## src/rtl/core/nsfp_pkg.sv

```systemverilog
// Shared types, codes and arithmetic helpers of the NMEA sentence field parser.
`default_nettype none
package nsfp_pkg;

  localparam int unsigned MagW             = 40;
  localparam int unsigned MaxFracDigitsDef = 7;
  localparam int unsigned ValueBitsDef     = 41;
  localparam int unsigned QueueDepth       = 2;
  localparam logic [63:0] DecLimit         = 64'd999999999999;

  typedef enum logic [2:0] {
    QTY_TIME    = 3'd0,
    QTY_DATE    = 3'd1,
    QTY_LAT     = 3'd2,
    QTY_NS      = 3'd3,
    QTY_LON     = 3'd4,
    QTY_EW      = 3'd5,
    QTY_FIX     = 3'd6,
    QTY_HEADING = 3'd7
  } qty_e;

  typedef enum logic [1:0] {
    KIND_NONE = 2'd0,
    KIND_RMC  = 2'd1,
    KIND_GGA  = 2'd2,
    KIND_TRA  = 2'd3
  } kind_e;

  // One field request handed from the front to the back.
  typedef struct packed {
    qty_e            qty;
    logic [MagW-1:0] mag;
    logic            neg;
    logic [2:0]      scale;
    logic [2:0]      frac;
    logic [6:0]      hi;
    logic [6:0]      mid;
    logic [6:0]      lo;
  } entry_t;

  // Saturating mag*10+add; the result is never above lim.
  function automatic logic [MagW-1:0] sat_mac10(input logic [MagW-1:0] mag,
                                                input logic [3:0] add,
                                                input logic [MagW-1:0] lim);
    logic [MagW+3:0] p;
    p = {mag, 3'b000} + {2'b00, mag, 1'b0} + {(MagW)'(0), add};
    sat_mac10 = (p > {4'd0, lim}) ? lim : p[MagW-1:0];
  endfunction

  function automatic logic [MagW-1:0] value_limit(input int unsigned vbits);
    logic [63:0] l;
    l = (64'd1 << (vbits - 1)) - 64'd1;
    value_limit = (l < DecLimit) ? l[MagW-1:0] : DecLimit[MagW-1:0];
  endfunction

endpackage
`default_nettype wire

```

## src/rtl/core/nmea_sentence_field_parser.sv

```systemverilog
// Top level of the NMEA sentence field parser.
//
//  channel  | direction | handshake          | payload
//  ---------+-----------+--------------------+----------------------------------
//  text in  | in        | push / full        | text_byte_i
//  results  | out       | empty / pop        | quantity_o, value_o, fraction_digits_o,
//           |           |                    | part_high_o, part_mid_o, part_low_o
//
// One byte is taken every cycle while push is high and full is low. A result passes
// through the request queue and the back end's working register into the output
// register; latitude and longitude also pass the back end's multiply-by-ten step.
// full rises when the two-entry request queue holds two requests. Reset clears all
// control state; no clearing pass follows it.
`default_nettype none
module nmea_sentence_field_parser #(
  parameter int unsigned MAX_FRACTION_DIGITS = nsfp_pkg::MaxFracDigitsDef,
  parameter int unsigned VALUE_BITS          = nsfp_pkg::ValueBitsDef
) (
  input  wire logic                  clk_i,
  input  wire logic                  rst_ni,
  input  wire logic                  push,
  output logic                       full,
  input  wire logic [7:0]            text_byte_i,
  output logic                       empty,
  input  wire logic                  pop,
  output logic [2:0]                 quantity_o,
  output logic [VALUE_BITS-1:0]      value_o,
  output logic [2:0]                 fraction_digits_o,
  output logic [6:0]                 part_high_o,
  output logic [6:0]                 part_mid_o,
  output logic [6:0]                 part_low_o
);
  import nsfp_pkg::*;

  logic   accept;
  logic   fr_push;
  entry_t fr_entry;
  logic   q_valid, q_take;
  entry_t q_data;

  assign accept = push && !full;

  nsfp_front #(
    .MAX_FRACTION_DIGITS(MAX_FRACTION_DIGITS),
    .VALUE_BITS         (VALUE_BITS)
  ) u_front (
    .clk_i  (clk_i),
    .rst_ni (rst_ni),
    .valid_i(accept),
    .byte_i (text_byte_i),
    .push_o (fr_push),
    .entry_o(fr_entry)
  );

  nsfp_queue u_queue (
    .clk_i    (clk_i),
    .rst_ni   (rst_ni),
    .wr_i     (fr_push),
    .wr_data_i(fr_entry),
    .full_o   (full),
    .rd_i     (q_take),
    .valid_o  (q_valid),
    .rd_data_o(q_data)
  );

  nsfp_back #(
    .VALUE_BITS(VALUE_BITS)
  ) u_back (
    .clk_i            (clk_i),
    .rst_ni           (rst_ni),
    .req_valid_i      (q_valid),
    .req_i            (q_data),
    .req_take_o       (q_take),
    .pop_i            (pop),
    .empty_o          (empty),
    .quantity_o       (quantity_o),
    .value_o          (value_o),
    .fraction_digits_o(fraction_digits_o),
    .part_high_o      (part_high_o),
    .part_mid_o       (part_mid_o),
    .part_low_o       (part_low_o)
  );

endmodule
`default_nettype wire

```

## src/rtl/core/nsfp_front.sv

```systemverilog
// Front end: header matching, field counting and number accumulation per byte.
`default_nettype none
module nsfp_front #(
  parameter int unsigned MAX_FRACTION_DIGITS = nsfp_pkg::MaxFracDigitsDef,
  parameter int unsigned VALUE_BITS          = nsfp_pkg::ValueBitsDef
) (
  input  wire logic            clk_i,
  input  wire logic            rst_ni,
  input  wire logic            valid_i,
  input  wire logic [7:0]      byte_i,
  output logic                 push_o,
  output nsfp_pkg::entry_t     entry_o
);
  import nsfp_pkg::*;

  localparam logic [MagW-1:0] Lim       = value_limit(VALUE_BITS);
  localparam logic [2:0]      HdrIdle   = 3'd0;
  localparam logic [2:0]      HdrFirst  = 3'd1;
  localparam logic [2:0]      HdrKind   = 3'd3;
  localparam logic [2:0]      HdrActive = 3'd6;
  localparam logic [3:0]      LatLonCap = 4'd7;
  localparam logic [3:0]      FracCap   = 4'(MAX_FRACTION_DIGITS);

  // Saturated value split per fraction count, worked out at elaboration.
  logic [MagW-1:0] lt_val [16];
  logic [6:0]      lt_hi  [16];
  logic [6:0]      lt_mid [16];
  logic [6:0]      lt_lo  [16];

  for (genvar k = 0; k < 16; k++) begin : g_lt
    localparam logic [63:0] TV  = {24'd0, Lim} / (64'd10 ** k);
    localparam logic [63:0] THI = TV / 64'd10000;
    assign lt_val[k] = TV[MagW-1:0];
    assign lt_hi[k]  = (THI > 64'd99) ? 7'd99 : THI[6:0];
    assign lt_mid[k] = 7'((TV / 64'd100) % 64'd100);
    assign lt_lo[k]  = 7'(TV % 64'd100);
  end

  logic [2:0]      hdr_q, hdr_d;
  kind_e           kind_q, kind_d;
  logic [4:0]      field_q, field_d;
  logic [MagW-1:0] acc_q, acc_d;
  logic [MagW-1:0] int_q, int_d;
  logic [3:0]      fdc_q, fdc_d;
  logic            neg_q, neg_d, dot_q, dot_d, ill_q, ill_d;
  logic [7:0]      ffc_q, ffc_d;
  logic [23:0]     bcd_q, bcd_d;
  logic            big_q, big_d;

  logic            want_v;
  qty_e            want_qty;
  logic            term, ok, fin, ill_end;
  logic [3:0]      cap;
  logic            ill;
  logic [3:0]      fdc_e;
  logic [MagW-1:0] mag_e, t_val;
  logic            sat;
  logic [6:0]      b_hi, b_mid, b_lo;

  always_comb begin
    want_v   = 1'b0;
    want_qty = QTY_TIME;
    unique case (kind_q)
      KIND_RMC: begin
        if (field_q == 5'd1) begin
          want_v = 1'b1; want_qty = QTY_TIME;
        end else if (field_q == 5'd9) begin
          want_v = 1'b1; want_qty = QTY_DATE;
        end
      end
      KIND_GGA: begin
        if (field_q >= 5'd2 && field_q <= 5'd6) begin
          want_v = 1'b1; want_qty = qty_e'(field_q[2:0]);
        end
      end
      KIND_TRA: begin
        if (field_q == 5'd2) begin
          want_v = 1'b1; want_qty = QTY_HEADING;
        end
      end
      default: ;
    endcase
  end

  assign cap  = (want_qty == QTY_LAT || want_qty == QTY_LON) ? LatLonCap : FracCap;
  assign term = (byte_i == "*") || (byte_i < 8'h20) || (byte_i > "z");

  always_comb begin
    unique case (hdr_q)
      3'd1:    ok = (byte_i == "G");
      3'd2:    ok = (byte_i == "P");
      3'd3:    ok = (byte_i == "R") || (byte_i == "G") || (byte_i == "T");
      3'd4:    ok = (kind_q == KIND_RMC && byte_i == "M") ||
                    (kind_q == KIND_GGA && byte_i == "G") ||
                    (kind_q == KIND_TRA && byte_i == "R");
      default: ok = (kind_q == KIND_RMC && byte_i == "C") ||
                    (kind_q == KIND_GGA && byte_i == "A") ||
                    (kind_q == KIND_TRA && byte_i == "A");
    endcase
  end

  // Field close: build the request.
  assign ill_end = term && (byte_i != "*");
  assign ill     = ill_q || (ill_end && byte_i != ",");
  assign fdc_e   = ill ? 4'd0 : fdc_q;
  assign mag_e   = ill ? '0 : acc_q;
  assign sat     = (mag_e == Lim);
  assign b_hi    = big_q ? 7'd99 : (7'(bcd_q[23:20]) * 7'd10 + 7'(bcd_q[19:16]));
  assign b_mid   = 7'(bcd_q[15:12]) * 7'd10 + 7'(bcd_q[11:8]);
  assign b_lo    = 7'(bcd_q[7:4]) * 7'd10 + 7'(bcd_q[3:0]);

  always_comb begin
    if (ill)      t_val = '0;
    else if (sat) t_val = lt_val[fdc_e];
    else          t_val = dot_q ? int_q : acc_q;
  end

  always_comb begin
    entry_o       = '0;
    entry_o.qty   = want_qty;
    entry_o.mag   = mag_e;
    entry_o.neg   = ill ? 1'b0 : neg_q;
    unique case (want_qty)
      QTY_TIME: begin
        entry_o.mag = t_val;
        if (!ill) begin
          entry_o.hi  = sat ? lt_hi[fdc_e]  : b_hi;
          entry_o.mid = sat ? lt_mid[fdc_e] : b_mid;
          entry_o.lo  = sat ? lt_lo[fdc_e]  : b_lo;
        end
      end
      QTY_DATE: begin
        if (!ill) begin
          entry_o.hi  = sat ? lt_hi[0]  : b_hi;
          entry_o.mid = sat ? lt_mid[0] : b_mid;
          entry_o.lo  = sat ? lt_lo[0]  : b_lo;
        end
      end
      QTY_LAT, QTY_LON: entry_o.scale = 3'd7 - fdc_e[2:0];
      QTY_NS, QTY_EW: begin
        entry_o.mag = MagW'((ffc_q != 8'd0) ? ffc_q : byte_i);
        entry_o.neg = 1'b0;
      end
      QTY_FIX: begin
        entry_o.neg = 1'b0;
        if (ill || neg_q ||
            !(acc_q == MagW'(1) || acc_q == MagW'(4) || acc_q == MagW'(5))) begin
          entry_o.mag = '0;
        end
      end
      QTY_HEADING: entry_o.frac = fdc_e[2:0];
      default: ;
    endcase
  end

  assign fin    = valid_i && (hdr_q == HdrActive) && (byte_i != "$") &&
                  ((byte_i == ",") || term);
  assign push_o = fin && want_v;

  always_comb begin
    logic       clr;
    logic       idle;
    logic       dig_acc;
    hdr_d   = hdr_q;
    kind_d  = kind_q;
    field_d = field_q;
    acc_d   = acc_q;
    int_d   = int_q;
    fdc_d   = fdc_q;
    neg_d   = neg_q;
    dot_d   = dot_q;
    ill_d   = ill_q;
    ffc_d   = ffc_q;
    bcd_d   = bcd_q;
    big_d   = big_q;
    clr     = 1'b0;
    idle    = 1'b0;
    dig_acc = 1'b0;
    if (valid_i) begin
      if (byte_i == "$") begin
        idle  = 1'b1;
        hdr_d = HdrFirst;
      end else if (hdr_q == HdrIdle) begin
        hdr_d = hdr_q;
      end else if (hdr_q < HdrActive) begin
        if (term || !ok) begin
          idle = 1'b1;
        end else begin
          if (hdr_q == HdrKind) begin
            kind_d = (byte_i == "R") ? KIND_RMC : (byte_i == "G") ? KIND_GGA : KIND_TRA;
          end
          hdr_d = hdr_q + 3'd1;
          if (hdr_q + 3'd1 == HdrActive) begin
            field_d = '0;
            clr     = 1'b1;
          end
        end
      end else if (byte_i == ",") begin
        if (field_q != 5'd31) field_d = field_q + 5'd1;
        clr = 1'b1;
      end else if (term) begin
        idle = 1'b1;
      end else if (field_q != 5'd0) begin
        if (ffc_q == 8'd0) ffc_d = byte_i;
        if (byte_i == "-") begin
          neg_d = 1'b1;
        end else if (byte_i == ".") begin
          if (dot_q) ill_d = 1'b1;
          else       int_d = acc_q;
          dot_d = 1'b1;
        end else if (byte_i >= "0" && byte_i <= "9") begin
          if (!dot_q) begin
            dig_acc = 1'b1;
          end else if (fdc_q < cap) begin
            dig_acc = 1'b1;
            fdc_d   = fdc_q + 4'd1;
          end
        end else begin
          ill_d = 1'b1;
        end
      end
      if (dig_acc) begin
        acc_d = sat_mac10(acc_q, byte_i[3:0], Lim);
        // Keep the last six decimal digits for the time and date split.
        if (!dot_q || want_qty == QTY_DATE) begin
          big_d = big_q || (bcd_q[23:20] != 4'd0);
          bcd_d = {bcd_q[19:0], byte_i[3:0]};
        end
      end
      if (idle) begin
        // A '$' restarts header matching straight away.
        hdr_d   = (byte_i == "$") ? HdrFirst : HdrIdle;
        kind_d  = KIND_NONE;
        field_d = '0;
        clr     = 1'b1;
      end
      if (clr) begin
        acc_d = '0;
        fdc_d = '0;
        neg_d = 1'b0;
        dot_d = 1'b0;
        ill_d = 1'b0;
        ffc_d = '0;
        bcd_d = '0;
        big_d = 1'b0;
      end
    end
  end

  always_ff @(posedge clk_i or negedge rst_ni) begin
    if (!rst_ni) begin
      hdr_q   <= HdrIdle;
      kind_q  <= KIND_NONE;
      field_q <= '0;
      acc_q   <= '0;
      fdc_q   <= '0;
      neg_q   <= 1'b0;
      dot_q   <= 1'b0;
      ill_q   <= 1'b0;
      ffc_q   <= '0;
      bcd_q   <= '0;
      big_q   <= 1'b0;
    end else begin
      hdr_q   <= hdr_d;
      kind_q  <= kind_d;
      field_q <= field_d;
      acc_q   <= acc_d;
      fdc_q   <= fdc_d;
      neg_q   <= neg_d;
      dot_q   <= dot_d;
      ill_q   <= ill_d;
      ffc_q   <= ffc_d;
      bcd_q   <= bcd_d;
      big_q   <= big_d;
    end
  end

  always_ff @(posedge clk_i) begin
    int_q <= int_d;
  end

endmodule
`default_nettype wire

```

## src/rtl/core/nsfp_queue.sv

```systemverilog
// Short request queue between the front and the back.
`default_nettype none
module nsfp_queue (
  input  wire logic             clk_i,
  input  wire logic             rst_ni,
  input  wire logic             wr_i,
  input  nsfp_pkg::entry_t      wr_data_i,
  output logic                  full_o,
  input  wire logic             rd_i,
  output logic                  valid_o,
  output nsfp_pkg::entry_t      rd_data_o
);
  import nsfp_pkg::*;

  localparam int unsigned PtrW = $clog2(QueueDepth);

  entry_t          mem_q [QueueDepth];
  logic [PtrW-1:0] wp_q, rp_q;
  logic [PtrW:0]   cnt_q;
  logic            do_wr, do_rd;

  assign full_o    = (cnt_q == (PtrW+1)'(QueueDepth));
  assign valid_o   = (cnt_q != '0);
  assign rd_data_o = mem_q[rp_q];
  assign do_wr     = wr_i && !full_o;
  assign do_rd     = rd_i && valid_o;

  always_ff @(posedge clk_i) begin
    if (do_wr) mem_q[wp_q] <= wr_data_i;
  end

  always_ff @(posedge clk_i or negedge rst_ni) begin
    if (!rst_ni) begin
      wp_q  <= '0;
      rp_q  <= '0;
      cnt_q <= '0;
    end else begin
      if (do_wr) wp_q <= (wp_q == PtrW'(QueueDepth - 1)) ? '0 : wp_q + PtrW'(1);
      if (do_rd) rp_q <= (rp_q == PtrW'(QueueDepth - 1)) ? '0 : rp_q + PtrW'(1);
      cnt_q <= cnt_q + (PtrW+1)'(do_wr) - (PtrW+1)'(do_rd);
    end
  end

endmodule
`default_nettype wire

```

## src/rtl/core/nsfp_back.sv

```systemverilog
// Back end: scales latitude and longitude, applies the sign, holds the result.
`default_nettype none
module nsfp_back #(
  parameter int unsigned VALUE_BITS = nsfp_pkg::ValueBitsDef
) (
  input  wire logic                  clk_i,
  input  wire logic                  rst_ni,
  input  wire logic                  req_valid_i,
  input  nsfp_pkg::entry_t           req_i,
  output logic                       req_take_o,
  input  wire logic                  pop_i,
  output logic                       empty_o,
  output logic [2:0]                 quantity_o,
  output logic [VALUE_BITS-1:0]      value_o,
  output logic [2:0]                 fraction_digits_o,
  output logic [6:0]                 part_high_o,
  output logic [6:0]                 part_mid_o,
  output logic [6:0]                 part_low_o
);
  import nsfp_pkg::*;

  localparam logic [MagW-1:0] Lim = value_limit(VALUE_BITS);

  entry_t                w_q;
  logic                  w_v_q;
  logic                  out_v_q;
  logic                  w_done, w_move;
  logic [VALUE_BITS-1:0] mag_ext;

  assign w_done     = w_v_q && (w_q.scale == 3'd0);
  assign w_move     = w_done && (!out_v_q || pop_i);
  assign req_take_o = !w_v_q || w_move;
  assign empty_o    = !out_v_q;
  assign mag_ext    = VALUE_BITS'(w_q.mag);

  always_ff @(posedge clk_i or negedge rst_ni) begin
    if (!rst_ni) begin
      w_v_q   <= 1'b0;
      out_v_q <= 1'b0;
    end else begin
      if (req_take_o) w_v_q <= req_valid_i;
      if (w_move)     out_v_q <= 1'b1;
      else if (pop_i) out_v_q <= 1'b0;
    end
  end

  always_ff @(posedge clk_i) begin
    if (req_take_o) begin
      w_q <= req_i;
    end else if (w_v_q && w_q.scale != 3'd0) begin
      // One decimal place a cycle until seven fraction digits are reached.
      w_q.mag   <= sat_mac10(w_q.mag, 4'd0, Lim);
      w_q.scale <= w_q.scale - 3'd1;
    end
    if (w_move) begin
      quantity_o        <= w_q.qty;
      value_o           <= w_q.neg ? (VALUE_BITS'(0) - mag_ext) : mag_ext;
      fraction_digits_o <= w_q.frac;
      part_high_o       <= w_q.hi;
      part_mid_o        <= w_q.mid;
      part_low_o        <= w_q.lo;
    end
  end

endmodule
`default_nettype wire

```

## config.mk

```make
export PLATFORM = sky130hd
export DESIGN_NAME = nmea_sentence_field_parser
export DESIGN_NICKNAME = d
export VERILOG_FILES = /design/src/rtl/core/nsfp_pkg.sv /design/src/rtl/core/nmea_sentence_field_parser.sv /design/src/rtl/core/nsfp_front.sv /design/src/rtl/core/nsfp_queue.sv /design/src/rtl/core/nsfp_back.sv
export SDC_FILE = /design/constraint.sdc
export NUM_CORES = 1
export LEC_CHECK = 0
export CORE_MARGIN = 2
export CORE_UTILIZATION = 55
export CTS_CLUSTER_SIZE = 16
export DETAILED_ROUTE_END_ITERATION = 12
export DONT_BUFFER_PORTS = 1
export PLACE_DENSITY_LB_ADDON = 0.1
export SLEW_MARGIN = 20
export SYNTH_ARGS = -nofsm -noshare
export SYNTH_HDL_FRONTEND = slang
export SYNTH_HIERARCHICAL = 1
export SYNTH_SLANG_ARGS = --single-unit
```

## constraint.sdc

```tcl
create_clock -name clk_i -period 7.8 [get_ports clk_i]
set_input_delay 0.39 -clock clk_i [delete_from_list [all_inputs] [get_ports clk_i]]
set_output_delay 0.39 -clock clk_i [all_outputs]
set_load 0.02 [all_outputs]
```

==> results.json <==
{
  "outcome": "complete, no violations",
  "die_area_um2": 48100,
  "synth_edf_count": 321,
  "synthTopCellsByArea": "edfxtp_1 (38%), dfrtp_1 (9.4%), ha_1 (7.8%), a21oi_1 (4.3%), mux2_4 (4.1%)",
  "crit_path_start_kind": "register",
  "io_pins": 82,
  "clock_path_buffers": 3,
  "drive_gt1_frac": 0.103,
  "tns_ns": 0,
  "crit_family": "compound AO/OA/AOI/OAI gates",
  "worst_slew_pin_slew_ns": 1.14,
  "gp_congestion": 0.935,
  "cts_root_buf": "clkbuf_16",
  "final_nets": 2531,
  "drt-total-wl_mm": 65.5,
  "met3_usage": 0.0414,
  "cpPeakStageDelay_ns": 0.65,
  "cp_num_cells": 12,
  "min_from": "text_byte_i[0]",
  "finalClockSkew_ns": 0.0225,
  "dr.pass1.iters": 5,
  "cp.arrival_ns": 5.69,
  "ys_seq_elements": 417,
  "synthesis.area_um2": 25500,
  "post_synth_num_cell_types": 96,
  "die_h_um": 219,
  "postSynthAreaPerCell_um2": 10.7,
  "drv_cap": 0,
  "die_w_um": 219,
  "syn_inst": 2392,
  "drv_slew": 0,
  "cp_max_fo": 28,
  "grt_pass1_wl_mm": 103,
  "path_clk_slew_ns": 0.06,
  "grtUsageTotal": 0.275,
  "finalHoldViolCount": 0,
  "via_per_inst": 6.30,
  "fill_cells": 3764,
  "cts_num_sinks": 417,
  "vias": 18800,
  "grt_pass1_vias": 18400,
  "final_antenna_net_count": 0,
  "setup_violations": 0,
  "cts_made_buffers": 47,
  "clk_latency_ns": 0.58,
  "area_growth_pct": 7.74,
  "coreArea_um2": 45600,
  "end_kind": "register",
  "cts_tree": "done",
  "leakagePower_nw": 10.9,
  "regToRegStartpoint": "u_front/acc_q[0]",
  "io_buffers": 0,
  "dp_hpwl_mm": 48.6,
  "max_freq_mhz": 191,
  "drt_iter0_markers": 1708,
  "crit_slowest_cell": "o311a_1",
  "path_class": "reg2reg",
  "drcViolationCount": 0,
  "slew_headroom": 0.237,
  "synth_seq_area_share": 0.472,
  "holdWs_ns": 0.0310,
  "synth_nets": 2572,
  "crit_path_cell_trace": "fa_1, fa_1, a211oi_2, o211ai_1, a21oi_1, o21ai_0, a21oi_1, xor2_1, a2111o_1, or4b_1, o311a_1, a22o_1",
  "grt_busiest_layer": "met2",
  "finalNonFillerCells": 2988,
  "htreeDepth": 2,
  "avgRoutedWirePerCell_um": 21.9,
  "ys.flop_type": "edfxtp_1",
  "peakVddDrop_mv": 0.218,
  "crit_start": "u_front/acc_q[0]",
  "min_path_cells": 2,
  "row_count": 78,
  "cp.required_ns": 8.25,
  "powerDensity_nw_per_um2": 275,
  "rsz0062_at_grt": "no",
  "ff2ff_path_depth": 12,
  "yosysTopAreaCellShare": 0.378,
  "synth-async-reset-ratio": 0.230,
  "layout_common_cells": "edfxtp_1 (321), nand2_1 (270), a21oi_1 (217)",
  "worst-path-buf-inv": 0,
  "mostFrequentLayoutCell": "edfxtp_1",
  "yosysWarnings": 6,
  "antenna_found_initial": 0,
  "yosys.area.top_type": "edfxtp_1",
  "antenna_cells": 0,
  "grt_max_degree": 97,
  "dpl.cell_count": 2892,
  "fin_crit_ns": 5.24,
  "grt-ovfl-total": 0,
  "start_util": 0.559,
  "min_period_over_period": 0.672,
  "gr-usage-met2": 0.442,
  "min_path_type": "in2reg",
  "use_met1": 0.380
}
==> stage by stage <==
| stage | util | cell area (um2) | setup WS [ns] | power (mW) |
|---|---|---|---|---|
| global placement | 0.566 | 25800 | 2.79 | 5.32 |
| CTS | 0.603 | 27500 | 2.64 | 7.61 |
| detailed placement | 0.566 | 25800 | 2.67 | 5.36 |
| global route | 0.603 | 27500 | 2.29 | 7.96 |
| floorplan | - | 25500 | 1.72 | 4.88 |
| finish | 0.603 | 27500 | 2.56 | 7.56 |
==> worst reg2reg max path, cell delays in order, from the launching register on <==
cell and delay, ns:
dfrtp_1 0.48, fa_1 0.55, fa_1 0.51, a211oi_2 0.31, o211ai_1 0.15, a21oi_1 0.47, o21ai_0 0.24, a21oi_1 0.33
xor2_1 0.16, a2111o_1 0.42, or4b_1 0.50, o311a_1 0.65, a22o_1 0.36
==> state kept, by name, summed over array words and instances (netlist names), 2 cells and up <==
| register | flops |
|---|---|
| u_front/kind_q | 2 |
| u_back/quantity_o | 3 |
| u_back/value_o | 41 |
| u_front/hdr_q | 3 |
| u_front/ffc_q | 8 |
| u_back/part_high_o | 7 |
| u_front/field_q | 5 |
| u_front/acc_q | 40 |
| u_front/int_q | 40 |
| u_front/bcd_q | 24 |
| u_back/part_low_o | 7 |
| u_back/w_q | 31 |
| u_front/fdc_q | 4 |
| u_back/mag_ext | 40 |
| u_back/part_mid_o | 7 |
| u_queue/mem_q | 142 |
| u_back/fraction_digits_o | 3 |
| u_queue/cnt_q | 2 |
==> worst paths after layout <==
path / slack [ns] / end
worst max-delay path: 2.56 / u_front/acc_q[15]
min in group asynchronous: 0.44 / u_front/acc_q[21]
worst min register to register: 0.41 / u_back/part_low_o[6]
max in group asynchronous: 6.93 / u_queue/rp_q
worst min-delay path: 0.03 / u_front/acc_q[0]
worst max register to register: 2.56 / u_front/acc_q[15]
==> routing by layer <==
layer	part of all wire	vias to the layer above
met4	0.033	0
met3	0.054	118
li1	-	8959
met5	0	-
met1	0.45	9151
met2	0.47	595
==> Yosys cell counts (all sizes together), types with 42 or more instances <==
cell and count:
inv 57, nor2 140, edfxtp 321, dfrtp 96
ha 159, xnor2 85, xor2 43, clkbuf 75
o21ai 151, nand4 50, buf 42, a21oi 231
nor3 42, nand3 70, nand2 270, mux2 111
==> timing repair <==
action	4_1_cts	5_1_grt
hold endpoints to repair	108	0
hold buffers	10	0
gates resized for setup	0	0
setup buffers	0	0
==> cells by family after synthesis <==
group | Yosys count | synth area share
AOI/OAI and AO/OA | 651 | 0.163
xor gates and xnor gates | 128 | 0.0443
adders and majority gates | 168 | 0.0851
buffers and inverters | 175 | 0.0334
DFF | 417 | 0.472
muxes | 120 | 0.0627
and+or+nand+nor | 733 | 0.139
==> power breakdown <==
group | total [mW] | switching (mW) | internal, mW
combinational | 2.26 | 1.41 | 0.854
clock | 2.21 | 0.885 | 1.33
sequential | 3.08 | 0.308 | 2.77
total | 7.56 | 2.60 | 4.95
==> final cells by class <==
cell class | instances | area, um2 | share of cell area
clock buffer | 61 | 1280 | 0.0467
clock inverter | 25 | 267 | 0.00970
inverter | 58 | 218 | 0.00793
multi-input combinational | 1800 | 12700 | 0.461
sequential | 417 | 12000 | 0.439
tap | 600 | 751 | 0.0273
timing repair buffer | 27 | 245 | 0.00893
No activity file was read; power rests on OpenSTA's default activity.
